`config.mk`:
```
export PLATFORM = sky130hd
export DESIGN_NAME = wav_header_chunk_parser
export DESIGN_NICKNAME = d
export VERILOG_FILES = /design/src/rtl/wavhp_pkg.sv /design/src/rtl/wav_header_chunk_parser.sv /design/src/rtl/wavhp_in_reg.sv /design/src/rtl/wavhp_parser.sv /design/src/rtl/wavhp_out_reg.sv
export SDC_FILE = /design/constraint.sdc
export NUM_CORES = 1
export LEC_CHECK = 0
export BUFFER_PORTS_ARGS = -buffer_cell sky130_fd_sc_hd__buf_2
export CORE_MARGIN = 5
export CORE_UTILIZATION = 65
export CTS_BUF_LIST = sky130_fd_sc_hd__clkbuf_4 sky130_fd_sc_hd__clkbuf_8
export DETAILED_ROUTE_END_ITERATION = 8
export HOLD_SLACK_MARGIN = 0.06
export PLACE_DENSITY = 0.93
export SLEW_MARGIN = 25
export SYNTH_ARGS = -nofsm -noshare
export SYNTH_HDL_FRONTEND = slang
export SYNTH_SLANG_ARGS = --single-unit
```
`constraint.sdc`:
```
create_clock -name clk -period 15.4 [get_ports clk]
set_input_delay 1.54 -clock clk [delete_from_list [all_inputs] [get_ports clk]]
set_output_delay 1.54 -clock clk [all_outputs]
set_load 0.05 [all_outputs]
```
`src/rtl/wavhp_pkg.sv`:
```
// shared types, tags and status codes of the wav header parser
package wavhp_pkg;

  localparam logic [31:0] TAG_FMT     = 32'h666D7420;
  localparam logic [31:0] TAG_DATA    = 32'h64617461;
  localparam logic [7:0]  PCM_TAG     = 8'h01;
  localparam logic [31:0] WALK_START  = 32'd12;
  localparam logic [31:0] TAG_END_POS = 32'd11;
  localparam logic [31:0] POS_MAX     = 32'hFFFFFFFF;

  typedef enum logic [2:0] {
    ST_OK       = 3'd0,
    ST_SHORT    = 3'd1,
    ST_NOT_WAVE = 3'd2,
    ST_TRUNC    = 3'd3,
    ST_NON_PCM  = 3'd4,
    ST_BAD_BITS = 3'd5
  } status_t;

  typedef struct packed {
    logic [7:0] data_byte;
    logic       last_byte;
  } item_t;

  typedef struct packed {
    status_t     status;
    logic [31:0] sample_rate;
    logic [15:0] channel_count;
    logic [15:0] sample_bits;
    logic        sample_format;
    logic [31:0] payload_size;
    logic [31:0] payload_offset;
  } result_t;

  function automatic logic [7:0] riff_tag_byte(input logic [1:0] idx);
    logic [7:0] r;
    case (idx)
      2'd0:    r = 8'h52;
      2'd1:    r = 8'h49;
      2'd2:    r = 8'h46;
      default: r = 8'h46;
    endcase
    return r;
  endfunction

  function automatic logic [7:0] wave_tag_byte(input logic [1:0] idx);
    logic [7:0] r;
    case (idx)
      2'd0:    r = 8'h57;
      2'd1:    r = 8'h41;
      2'd2:    r = 8'h56;
      default: r = 8'h45;
    endcase
    return r;
  endfunction

endpackage

```
`src/rtl/wav_header_chunk_parser.sv`:
```
// top level of the riff/wave header parser
//
// Bytes of a WAV buffer enter on the input channel (in_valid/in_ready with
// data_byte and last_byte), one transaction per byte; last_byte marks the
// final byte of a buffer, after which the parser starts over for the next one.
// Each buffer yields exactly one result transaction on the output channel
// (out_valid/out_ready): an error status as soon as it is found, or ok once
// the riff extent is reached, carrying the fmt fields and data chunk info.
// Bytes after a report are consumed silently until last_byte.
// Throughput is one byte per cycle while the result register is free: the
// whole per-byte step is one pass of compares, a 32-bit offset subtract and
// a length compare between the input register and the result register.
// A result passes through the input register, then the result register;
// out_valid rises when the result is loaded, once that register is free.
// If the receiver stalls, the result register holds its result; the input
// register still takes one more byte, then in_ready drops until the result
// is taken.
// Synchronous reset clears both stages and the parse state to the start of a
// buffer.
module wav_header_chunk_parser (
  input  logic        clk,
  input  logic        rst,
  input  logic        in_valid,
  output logic        in_ready,
  input  logic [7:0]  data_byte,
  input  logic        last_byte,
  output logic        out_valid,
  input  logic        out_ready,
  output logic [2:0]  status,
  output logic [31:0] sample_rate,
  output logic [15:0] channel_count,
  output logic [15:0] sample_bits,
  output logic        sample_format,
  output logic [31:0] payload_size,
  output logic [31:0] payload_offset
);
  import wavhp_pkg::*;

  item_t   in_item, held_item;
  logic    held_valid, take, free, res_valid;
  result_t res, res_q;

  assign in_item.data_byte = data_byte;
  assign in_item.last_byte = last_byte;
  assign take = held_valid && free;

  wavhp_in_reg u_in_reg (
    .clk        (clk),
    .rst        (rst),
    .in_valid   (in_valid),
    .in_ready   (in_ready),
    .in_item    (in_item),
    .take       (take),
    .held_valid (held_valid),
    .held_item  (held_item)
  );

  wavhp_parser u_parser (
    .clk       (clk),
    .rst       (rst),
    .step      (take),
    .item      (held_item),
    .res_valid (res_valid),
    .res       (res)
  );

  wavhp_out_reg u_out_reg (
    .clk       (clk),
    .rst       (rst),
    .load      (take && res_valid),
    .res_in    (res),
    .out_ready (out_ready),
    .free      (free),
    .out_valid (out_valid),
    .res_q     (res_q)
  );

  assign status         = res_q.status;
  assign sample_rate    = res_q.sample_rate;
  assign channel_count  = res_q.channel_count;
  assign sample_bits    = res_q.sample_bits;
  assign sample_format  = res_q.sample_format;
  assign payload_size   = res_q.payload_size;
  assign payload_offset = res_q.payload_offset;

  // an ok result always has a supported depth and the matching format
  a_ok_depth: assert property (@(posedge clk) disable iff (rst)
    out_valid && status == ST_OK |->
      (sample_bits == 16'd8 && !sample_format) || (sample_bits == 16'd16 && sample_format))
    else $error("ok result with unsupported bit depth or wrong format");

  a_err_format: assert property (@(posedge clk) disable iff (rst)
    out_valid && status != ST_OK |-> !sample_format)
    else $error("error result with sample_format set");

  a_reset_empty: assert property (@(posedge clk)
    rst |=> !out_valid && !held_valid)
    else $error("stages not empty after reset");

  a_held_keeps: assert property (@(posedge clk) disable iff (rst)
    held_valid && !take |=> held_valid && $stable(held_item))
    else $error("stalled input byte lost or overwritten");

endmodule

```
`src/rtl/wavhp_in_reg.sv`:
```
// input register stage holding one byte transaction
module wavhp_in_reg (
  input  logic            clk,
  input  logic            rst,
  input  logic            in_valid,
  output logic            in_ready,
  input  wavhp_pkg::item_t in_item,
  input  logic            take,
  output logic            held_valid,
  output wavhp_pkg::item_t held_item
);
  import wavhp_pkg::*;

  assign in_ready = !held_valid || take;

  always_ff @(posedge clk) begin
    if (rst) begin
      held_valid <= 1'b0;
    end else if (in_ready) begin
      held_valid <= in_valid;
    end
  end

  always_ff @(posedge clk) begin
    if (in_valid && in_ready) begin
      held_item <= in_item;
    end
  end

endmodule

```
`src/rtl/wavhp_parser.sv`:
```
// parse state and the per-byte step of the riff/wave walk
module wavhp_parser (
  input  logic              clk,
  input  logic              rst,
  input  logic              step,
  input  wavhp_pkg::item_t  item,
  output logic              res_valid,
  output wavhp_pkg::result_t res
);
  import wavhp_pkg::*;

  typedef enum logic [2:0] {
    PH_HEADER = 3'b001,
    PH_BADTAG = 3'b010,
    PH_WALK   = 3'b100
  } phase_t;

  phase_t      phase, phase_next;
  logic [31:0] byte_position, byte_position_next;
  logic [31:0] riff_extent, riff_extent_next;
  logic [31:0] chunk_begin, chunk_begin_next;
  logic [31:0] chunk_tag, chunk_tag_next;
  logic [31:0] chunk_length, chunk_length_next;
  logic [31:0] rate_reg, rate_reg_next;
  logic [15:0] channels_reg, channels_reg_next;
  logic [15:0] bits_reg, bits_reg_next;
  logic [31:0] data_size_reg, data_size_reg_next;
  logic [31:0] data_offset_reg, data_offset_reg_next;
  logic        reported, reported_next;

  // values after this byte, before the end-of-buffer clear
  phase_t      phase_upd;
  logic [31:0] extent_upd, begin_upd, tag_upd, len_upd;
  logic [31:0] rate_upd, size_upd, offset_upd;
  logic [15:0] channels_upd, bits_upd;

  logic [7:0]  b;
  logic [31:0] p, off, off_w;
  logic [32:0] ext_sum;
  logic [31:0] ext_sat;
  logic        boundary, fmt_err, emit, mismatch;
  status_t     code_raw, code;
  logic        fmt_bit;

  assign b = item.data_byte;
  assign p = byte_position;

  always_comb begin
    phase_upd    = phase;
    extent_upd   = riff_extent;
    begin_upd    = chunk_begin;
    tag_upd      = chunk_tag;
    len_upd      = chunk_length;
    rate_upd     = rate_reg;
    channels_upd = channels_reg;
    bits_upd     = bits_reg;
    size_upd     = data_size_reg;
    offset_upd   = data_offset_reg;
    emit         = 1'b0;
    code_raw     = ST_OK;
    fmt_err      = 1'b0;
    mismatch     = 1'b0;
    ext_sum      = {1'b0, riff_extent} + 33'd8;
    ext_sat      = ext_sum[32] ? POS_MAX : ext_sum[31:0];
    off          = p - chunk_begin;
    boundary     = (off >= 32'd8) && ({1'b0, off} == ({1'b0, chunk_length} + 33'd8));
    off_w        = boundary ? 32'd0 : off;

    if (!reported) begin
      if (p < 32'd4) begin
        if (b != riff_tag_byte(p[1:0])) phase_upd = PH_BADTAG;
      end else if (p < 32'd8) begin
        extent_upd[{p[1:0], 3'b000} +: 8] = b;
      end else if (p < WALK_START) begin
        mismatch = (b != wave_tag_byte(p[1:0]));
        if (mismatch) phase_upd = PH_BADTAG;
        if (p == TAG_END_POS) begin
          if (phase == PH_BADTAG || mismatch) begin
            emit     = 1'b1;
            code_raw = ST_NOT_WAVE;
          end else begin
            extent_upd = ext_sat;
            phase_upd  = PH_WALK;
            if (ext_sat <= WALK_START) emit = 1'b1;
          end
        end
      end else if (phase == PH_WALK) begin
        if (boundary) begin_upd = p;
        if (off_w == 32'd0) begin
          tag_upd = 32'd0;
          len_upd = 32'd0;
        end
        if (off_w < 32'd4) begin
          tag_upd = {tag_upd[23:0], b};
        end else if (off_w < 32'd8) begin
          len_upd[{off_w[1:0], 3'b000} +: 8] = b;
          if (off_w == 32'd7 && tag_upd == TAG_DATA) begin
            size_upd   = len_upd;
            offset_upd = begin_upd + 32'd8;
          end
        end else if (tag_upd == TAG_FMT) begin
          if (off_w == 32'd8) begin
            fmt_err = (b != PCM_TAG);
          end else if (off_w == 32'd9) begin
            fmt_err = (b != 8'd0);
          end else if (off_w inside {32'd10, 32'd11}) begin
            channels_upd[{off_w[0], 3'b000} +: 8] = b;
          end else if (off_w inside {[32'd12:32'd15]}) begin
            rate_upd[{off_w[1:0], 3'b000} +: 8] = b;
          end else if (off_w inside {32'd22, 32'd23}) begin
            bits_upd[{off_w[0], 3'b000} +: 8] = b;
          end
        end
        if (fmt_err) begin
          emit     = 1'b1;
          code_raw = ST_NON_PCM;
        end else if (({1'b0, p} + 33'd1) >= {1'b0, extent_upd}) begin
          emit = 1'b1;
        end
      end
      if (!emit && item.last_byte) begin
        emit     = 1'b1;
        code_raw = (p < TAG_END_POS) ? ST_SHORT : ST_TRUNC;
      end
    end

    // success needs a supported bit depth
    code    = code_raw;
    fmt_bit = 1'b0;
    if (code_raw == ST_OK) begin
      if (bits_upd == 16'd8) begin
        fmt_bit = 1'b0;
      end else if (bits_upd == 16'd16) begin
        fmt_bit = 1'b1;
      end else begin
        code = ST_BAD_BITS;
      end
    end
  end

  always_comb begin
    res_valid          = emit;
    res.status         = code;
    res.sample_rate    = rate_upd;
    res.channel_count  = channels_upd;
    res.sample_bits    = bits_upd;
    res.sample_format  = fmt_bit;
    res.payload_size   = size_upd;
    res.payload_offset = offset_upd;
  end

  always_comb begin
    if (item.last_byte) begin
      phase_next           = PH_HEADER;
      byte_position_next   = 32'd0;
      riff_extent_next     = 32'd0;
      chunk_begin_next     = WALK_START;
      chunk_tag_next       = 32'd0;
      chunk_length_next    = 32'd0;
      rate_reg_next        = 32'd0;
      channels_reg_next    = 16'd0;
      bits_reg_next        = 16'd0;
      data_size_reg_next   = 32'd0;
      data_offset_reg_next = 32'd0;
      reported_next        = 1'b0;
    end else begin
      phase_next           = phase_upd;
      byte_position_next   = (reported || p == POS_MAX) ? p : p + 32'd1;
      riff_extent_next     = extent_upd;
      chunk_begin_next     = begin_upd;
      chunk_tag_next       = tag_upd;
      chunk_length_next    = len_upd;
      rate_reg_next        = rate_upd;
      channels_reg_next    = channels_upd;
      bits_reg_next        = bits_upd;
      data_size_reg_next   = size_upd;
      data_offset_reg_next = offset_upd;
      reported_next        = reported || emit;
    end
  end

  always_ff @(posedge clk) begin
    if (rst) begin
      phase           <= PH_HEADER;
      byte_position   <= 32'd0;
      riff_extent     <= 32'd0;
      chunk_begin     <= WALK_START;
      chunk_tag       <= 32'd0;
      chunk_length    <= 32'd0;
      rate_reg        <= 32'd0;
      channels_reg    <= 16'd0;
      bits_reg        <= 16'd0;
      data_size_reg   <= 32'd0;
      data_offset_reg <= 32'd0;
      reported        <= 1'b0;
    end else if (step) begin
      phase           <= phase_next;
      byte_position   <= byte_position_next;
      riff_extent     <= riff_extent_next;
      chunk_begin     <= chunk_begin_next;
      chunk_tag       <= chunk_tag_next;
      chunk_length    <= chunk_length_next;
      rate_reg        <= rate_reg_next;
      channels_reg    <= channels_reg_next;
      bits_reg        <= bits_reg_next;
      data_size_reg   <= data_size_reg_next;
      data_offset_reg <= data_offset_reg_next;
      reported        <= reported_next;
    end
  end

endmodule

```
`src/rtl/wavhp_out_reg.sv`:
```
// result register in front of the output channel
module wavhp_out_reg (
  input  logic               clk,
  input  logic               rst,
  input  logic               load,
  input  wavhp_pkg::result_t res_in,
  input  logic               out_ready,
  output logic               free,
  output logic               out_valid,
  output wavhp_pkg::result_t res_q
);
  import wavhp_pkg::*;

  assign free = !out_valid || out_ready;

  always_ff @(posedge clk) begin
    if (rst) begin
      out_valid <= 1'b0;
    end else if (free) begin
      out_valid <= load;
    end
  end

  always_ff @(posedge clk) begin
    if (load && free) begin
      res_q <= res_in;
    end
  end

endmodule
```
Word-level counts from Yosys, hierarchy flattened
Cells that the tools add are included.
Word-level totals
  input bits: 13
  flip-flop bits (word level): 435
  output and inout port bits: 134
  word-level logic and storage cells: 276
Cells by class
  $add $sub $neg: 9
  order comparisons: 11
  reduce and logical (&&, ||, !) cells: 31
  shifts and indexed selects: 6
  multiplexer cells: 166
  bitwise gates (word level): 1
  eq/ne operators: 29
Operators by type and width (number)
  $mux 32: 81
  $mux 16: 26
  $eq 32x4->1 const B: 5
  $lt 32x4->1 const B: 4
  $bwmux 32: 3
  $add 32x4->33 const B: 2
  $eq 32x31->1 const B: 2
  $eq 32x5->1 const B: 2
  $ge 32x4->1 const B: 2
  $le 32x4->1 const B: 2
  $lt 32x3->1 const B: 2
  $shift 8x7->32 const A: 2
  $shiftx 8x7->32: 2
  $mux 3: 20
  $mux 8: 6
  $add 32x1->33 const B: 1
  $eq 32x33->1: 1
  $ge 33x32->1: 1
  $add 32x1->32 const B: 1
  $add 32x4->32 const B: 1
  $bwmux 16: 2
  $eq 32x3->1 const B: 1
  $eq 32x32->1 const B: 1
  $logic_not 32->1: 1
  other kinds (33): 82

Depth between registers and ports, before layout
  depth after elaboration: 33
  gate-level depth with buffers: 29
  gate-level depth less buffers: 25

Modules after synthesis
Synthesis repeated with hierarchy kept, for this count alone.
Unflattened totals
  cells, all modules: 2929
  area total of the unflattened synthesis: 25326.8 sq um
Modules (own cells, without submodules)
  wavhp_parser: instances 1, area each 20970.1 sq um, sequential area each 5845.6 sq um, cells an instance 2776
  wavhp_out_reg: instances 1, area each 4018.9 sq um, sequential area each 3983.8 sq um, cells an instance 137
  wavhp_in_reg: instances 1, area each 325.3 sq um, sequential area each 290.3 sq um, cells an instance 14
  wav_header_chunk_parser: instances 1, area each 12.5 sq um, sequential area each 0.0 sq um, cells an instance 2

Worst setup path after synthesis
Ideal clock, no wire load.
  kind: reg2reg
  start point: reg u_parser.byte_position[0]
  end point: reg, netlist name u_out_reg.res_q[0]
  arrival time: 8.035 ns
  stages on the path, launching flop included: 26
  data required time: 14.915 ns
  slack: 6.880 ns
  library setup time: 0.485 ns
  path buffers: 2
  clock period less this slack: 8.520 ns
  cells stage by stage: dfxtp_1 inv_1 ha_1 inv_1 fa_1 a21o_1 a221o_2 nand4b_1 nand3_1 and2_1 xnor3_1 nor4b_1 nand4_1 nor4b_2 or2_1 buf_6 ha_1 clkbuf_1 a21o_1 nand3_1 nor4_1 o22ai_1 a21o_1 and2_0 or3_1 inv_1
Between the ends
  word-level cells in the longest chain between the ends: 32
  elaborated cells between the ends (all ways): 58
  classes of those cells: add/sub: 2; order compare: 7; eq/ne: 8; mux: 33; reduce/logical: 8
RTL lines
  start, declared: line wavhp_parser.sv:19  | logic [31:0] byte_position, byte_position_next;
  start signal, assigned: line wavhp_parser.sv:198  | byte_position <= byte_position_next;
  $sub 32x32->32: line wavhp_parser.sv:65  | off = p - chunk_begin;
  $ge 32x4->1 or $eq 32x33->1 (tied branches): line wavhp_parser.sv:66  | boundary = (off >= 32'd8) && ({1'b0, off} == ({1'b0, chunk_length} + 33'd8));
  $logic_and 1x1->1: line wavhp_parser.sv:66
  $mux 32: line wavhp_parser.sv:67  | off_w = boundary ? 32'd0 : off;
  $logic_not 32->1: line wavhp_parser.sv:89  | if (off_w == 32'd0) begin
  $mux 32: line wavhp_parser.sv:89
  $mux 32: line wavhp_parser.sv:87  | end else if (phase == PH_WALK) begin
  $mux 32: line wavhp_parser.sv:74  | end else if (p < WALK_START) begin
  [... 16 more ...]
  $mux 1 (*): line wavhp_parser.sv:70  | if (p < 32'd4) begin
  $mux 1 (*): line wavhp_parser.sv:69  | if (!reported) begin
  $logic_not 1->1: line wavhp_parser.sv:121  | if (!emit && item.last_byte) begin
  $logic_and 1x1->1: line wavhp_parser.sv:121
  $mux 1 (*): line wavhp_parser.sv:121
  $mux 1 (*): line wavhp_parser.sv:69
  $logic_and 1x1->1 (*): line wav_header_chunk_parser.sv:70  | .load (take && res_valid),
  $logic_and 1x1->1 (*): line wavhp_out_reg.sv:25  | if (load && free) begin
Mark *: on every way between the ends. The rest lies on a longest branch, timed or not. The select of a mux whose other input is x is not followed.
A chain may end at the register's enable or synchronous reset.

Worst setup path after layout
  start point: reg u_parser.byte_position[0]
  end point: reg, netlist name u_out_reg.res_q[22]
Between the ends
  word-level cells in the longest chain between the ends: 32
  elaborated cells between the ends (all ways): 58
  classes of those cells: add/sub: 2; order compare: 7; eq/ne: 8; mux: 33; reduce/logical: 8
RTL lines (line)
  $sub 32x32->32: wavhp_parser.sv:65
  $ge 32x4->1 or $eq 32x33->1 (tied branches): wavhp_parser.sv:66
  $logic_and 1x1->1: wavhp_parser.sv:66
  $mux 32: wavhp_parser.sv:67
  $logic_not 32->1: wavhp_parser.sv:89
  $mux 32: wavhp_parser.sv:89
  $mux 32: wavhp_parser.sv:87
  $mux 32: wavhp_parser.sv:74
  [... 16 more ...]
  $mux 1 (*): wavhp_parser.sv:70
  $mux 1 (*): wavhp_parser.sv:69
  $logic_not 1->1: wavhp_parser.sv:121
  $logic_and 1x1->1: wavhp_parser.sv:121
  $mux 1 (*): wavhp_parser.sv:121
  $mux 1 (*): wavhp_parser.sv:69
  $logic_and 1x1->1 (*): wav_header_chunk_parser.sv:70
  $logic_and 1x1->1 (*): wavhp_out_reg.sv:25
Marks and branches as above.

==> results.sh <==
export IMPL_die_area_mm2=0.0434
export IMPL_finalPower_uw=2440
export IMPL_worst_path_max_fanout=77
export IMPL_io_pins=147
export IMPL_clk_latency_ps=650
export IMPL_overflow=0
export IMPL_min_delay_start="u_parser.data_offset_reg[28]"
export IMPL_dpl_instance_area_mm2=0.0263
export IMPL_fp_dieW_um=208
export IMPL_setup_viol=0
export IMPL_dieHeight_um=208
export IMPL_r2r_end="u_out_reg.res_q[22]"
export IMPL_totalNegativeSetupSlack_ps=0
export IMPL_synth_top_cell_area_share=0.230
export IMPL_antenna_found_initial=0
export IMPL_first_pass_iters=9
export IMPL_rrSetupSlack_ps=6460
export IMPL_tritoncts="done"
export IMPL_yosysUniqueCellTypes=105
export IMPL_clock_sinks=435
export IMPL_syn_inst=2970
export IMPL_antenna_cells=0
export IMPL_fin_crit_sh=0.581
export IMPL_r2r_start="u_parser.byte_position[0]"
export IMPL_holdWs_ps=449
export IMPL_drive_gt1_frac=0.131
export IMPL_nNetsFinal=3092
export IMPL_ir_worst_vdd_v=0.0000665
export IMPL_final_max_slew_viol_count=0
export IMPL_violations="DRC"
export IMPL_min_path_type="reg -> reg"
export IMPL_fin_crit_ps=8940
export IMPL_crit_top_cell="a21o_1"
export IMPL_cts_root_buf="clkbuf_8"
export IMPL_cts_hold_buf=0
export IMPL_synth_edff_count=141
export IMPL_largest_reg_flops=132
export IMPL_grt_usage=0.370
export IMPL_maxSlewHeadroom=0.285
export IMPL_fin_area_mm2=0.0279
export IMPL_arrival_ps=9200
export IMPL_powerDensity_mw_per_mm2=87.5
export IMPL_largest_register="u_out_reg.res_q"
export IMPL_finalWirelength_um=84300
export IMPL_status="complete, but fails checks"
export IMPL_p_leak_uw=0.0108
export IMPL_reg2reg_depth=26
export IMPL_cp_required_ps=15650
export IMPL_drcViolationCount=7
export IMPL_synth_seq_cells=435
export IMPL_critical_path_class="reg -> reg"
export IMPL_io_buffers=146
export IMPL_grt_pass1_wl_um=131000
export IMPL_syn_avg_cell_area_um2=8.62
export IMPL_cts_setup_buffers=0
export IMPL_cts_buffers=72
export IMPL_ys_seq_area_frac=0.395
export IMPL_synth_area_mm2=0.0256
export IMPL_ant_nets=0
export IMPL_num_rows=72
export IMPL_start_kind="flip-flop"
export IMPL_synth_commonest_cells="nand2_1, nor2_1, dfxtp_1, a21oi_1, clkbuf_1"
export IMPL_grt_pass1_vias=23800
export IMPL_grt_max_degree=86
export IMPL_vias=24700
export IMPL_hpwl_um=58000
export IMPL_min_to="u_parser.data_offset_reg[28]"
export IMPL_critPathCaptureType="flip-flop"
export IMPL_gp_congestion=0.989
export IMPL_synth_fp_nets=3064
export IMPL_cap_violations=0
export IMPL_synth_top_cell_by_area="dfxtp_1"
export IMPL_drt_iter0_drc=3480
export IMPL_syn_to_final_growth_pct=9.05
export IMPL_rsz0062_at_grt="no"
export IMPL_skew_ps=22.0
export IMPL_cts_resized=0
export IMPL_async_reset_ff_frac=0
export IMPL_core_mm2=0.0388
export IMPL_clockBufferDepth=3
export IMPL_max_stage_delay_ps=830
export IMPL_start_util=0.659
export IMPL_timing_fmax_mhz=112
export IMPL_yosysWarnings=0
export IMPL_slowest_stage="buf_4"
export IMPL_wl_per_cell_um=23.6
export IMPL_ys_flop_type="dfxtp_1"
export IMPL_hold_viol=0
export IMPL_avgViaCountPerCell=6.91
export IMPL_synthTopCellsByArea="dfxtp_1, edfxtp_1, nand2_1"
export IMPL_worst_pin_slew_ps=1060
export IMPL_synthMostInstantiatedCell="nand2_1"
export IMPL_h_tree_depth=3
export IMPL_holdPathStages=2
export IMPL_path_clk_slew_ps=70
routing by layer:
metal / track usage / vias up / routed length, um
li1: - / 10900 / -
met3: 0.0854 / 473 / 9230
met1: 0.454 / 11500 / 30600
met5: 0 / - / 0
met4: 0.217 / 0 / 5920
met2: 0.598 / 1762 / 38500
where the power goes:
| part | total, uW | switching (uW) | internal (uW) |
|---|---|---|---|
| Sequential | 1200 | 8.32 | 1190 |
| Clock | 1110 | 491 | 622 |
| Combinational | 132 | 102 | 29.4 |
| Total | 2440 | 602 | 1840 |
layout by cell type (no fill, tap or decap), drive strengths merged, types with 44 or more instances in the layout:
| cell type | netlist | final |
|---|---|---|
| nor4 | 46 | 46 |
| nor3 | 59 | 59 |
| o21ai | 153 | 153 |
| inv | 110 | 112 |
| xor2 | 47 | 47 |
| nand3 | 159 | 159 |
| a211oi | 44 | 44 |
| ha | 80 | 80 |
| buf | 59 | 175 |
| a22oi | 105 | 105 |
| nand2 | 317 | 317 |
| clkbuf | 162 | 109 |
| a22o | 64 | 64 |
| edfxtp | 141 | 141 |
| nor2 | 304 | 304 |
| xnor2 | 128 | 128 |
| a21oi | 180 | 180 |
| dfxtp | 294 | 294 |
| nand4 | 77 | 77 |
metrics by stage:
stage | setup slack, ps | std cells | utilization
2_1_floorplan | 6880 | 2970 | -
3_3_place_gp | 7090 | 3441 | 0.678
3_5_place_dp | 6760 | 3442 | 0.678
4_1_cts | 6670 | 3574 | 0.719
5_1_grt | 6010 | 3574 | 0.719
6_report | 6460 | 3574 | 0.719
logic make-up (layout without fill, tap and decap cells):
logic type | after synthesis | after routing | synth area share
AND/OR/NAND/NOR | 1128 | 1128 | 0.220
adder cells (fa/ha/maj) | 81 | 81 | 0.0399
XOR/XNOR | 185 | 185 | 0.0687
flip-flops | 435 | 435 | 0.395
multiplexers | 44 | 44 | 0.0193
AO/OA/AOI/OAI | 766 | 766 | 0.205
buffers and inverters | 331 | 417 | 0.0522
layout make-up:
cell class              instances  area [um2]
clock inverters                23         206
fillers                      2698       10900
repair buffers                175         951
well taps                     518         648
clock buffers                 109        1370
multi-input cells            2204       14200
flip-flops and latches        435       10100
inverters                     110         418
critical path: cells and delay by family, from the launching register on:
family / cells / cell delay, ps
DFF: 1 / 430
xor gates and xnor gates: 1 / 470
AOI/OAI and AO/OA: 6 / 1280
buffers and inverters: 6 / 2290
and+or+nand+nor: 10 / 2770
adders and majority gates: 3 / 1130
worst max path at each step:
stage	startpoint	cells past startpoint	to
3_5_place_dp	u_parser.byte_position[0]	26	u_out_reg.res_q[20]
5_1_grt	u_parser.byte_position[0]	25	u_out_reg.res_q[22]
3_3_place_gp	u_parser.byte_position[0]	26	u_out_reg.res_q[18]
6_report	u_parser.byte_position[0]	26	u_out_reg.res_q[22]
2_1_floorplan	u_parser.byte_position[0]	25	u_out_reg.res_q[0]
4_1_cts	u_parser.byte_position[0]	26	u_out_reg.res_q[22]
Power figures use the tool's default switching activity.
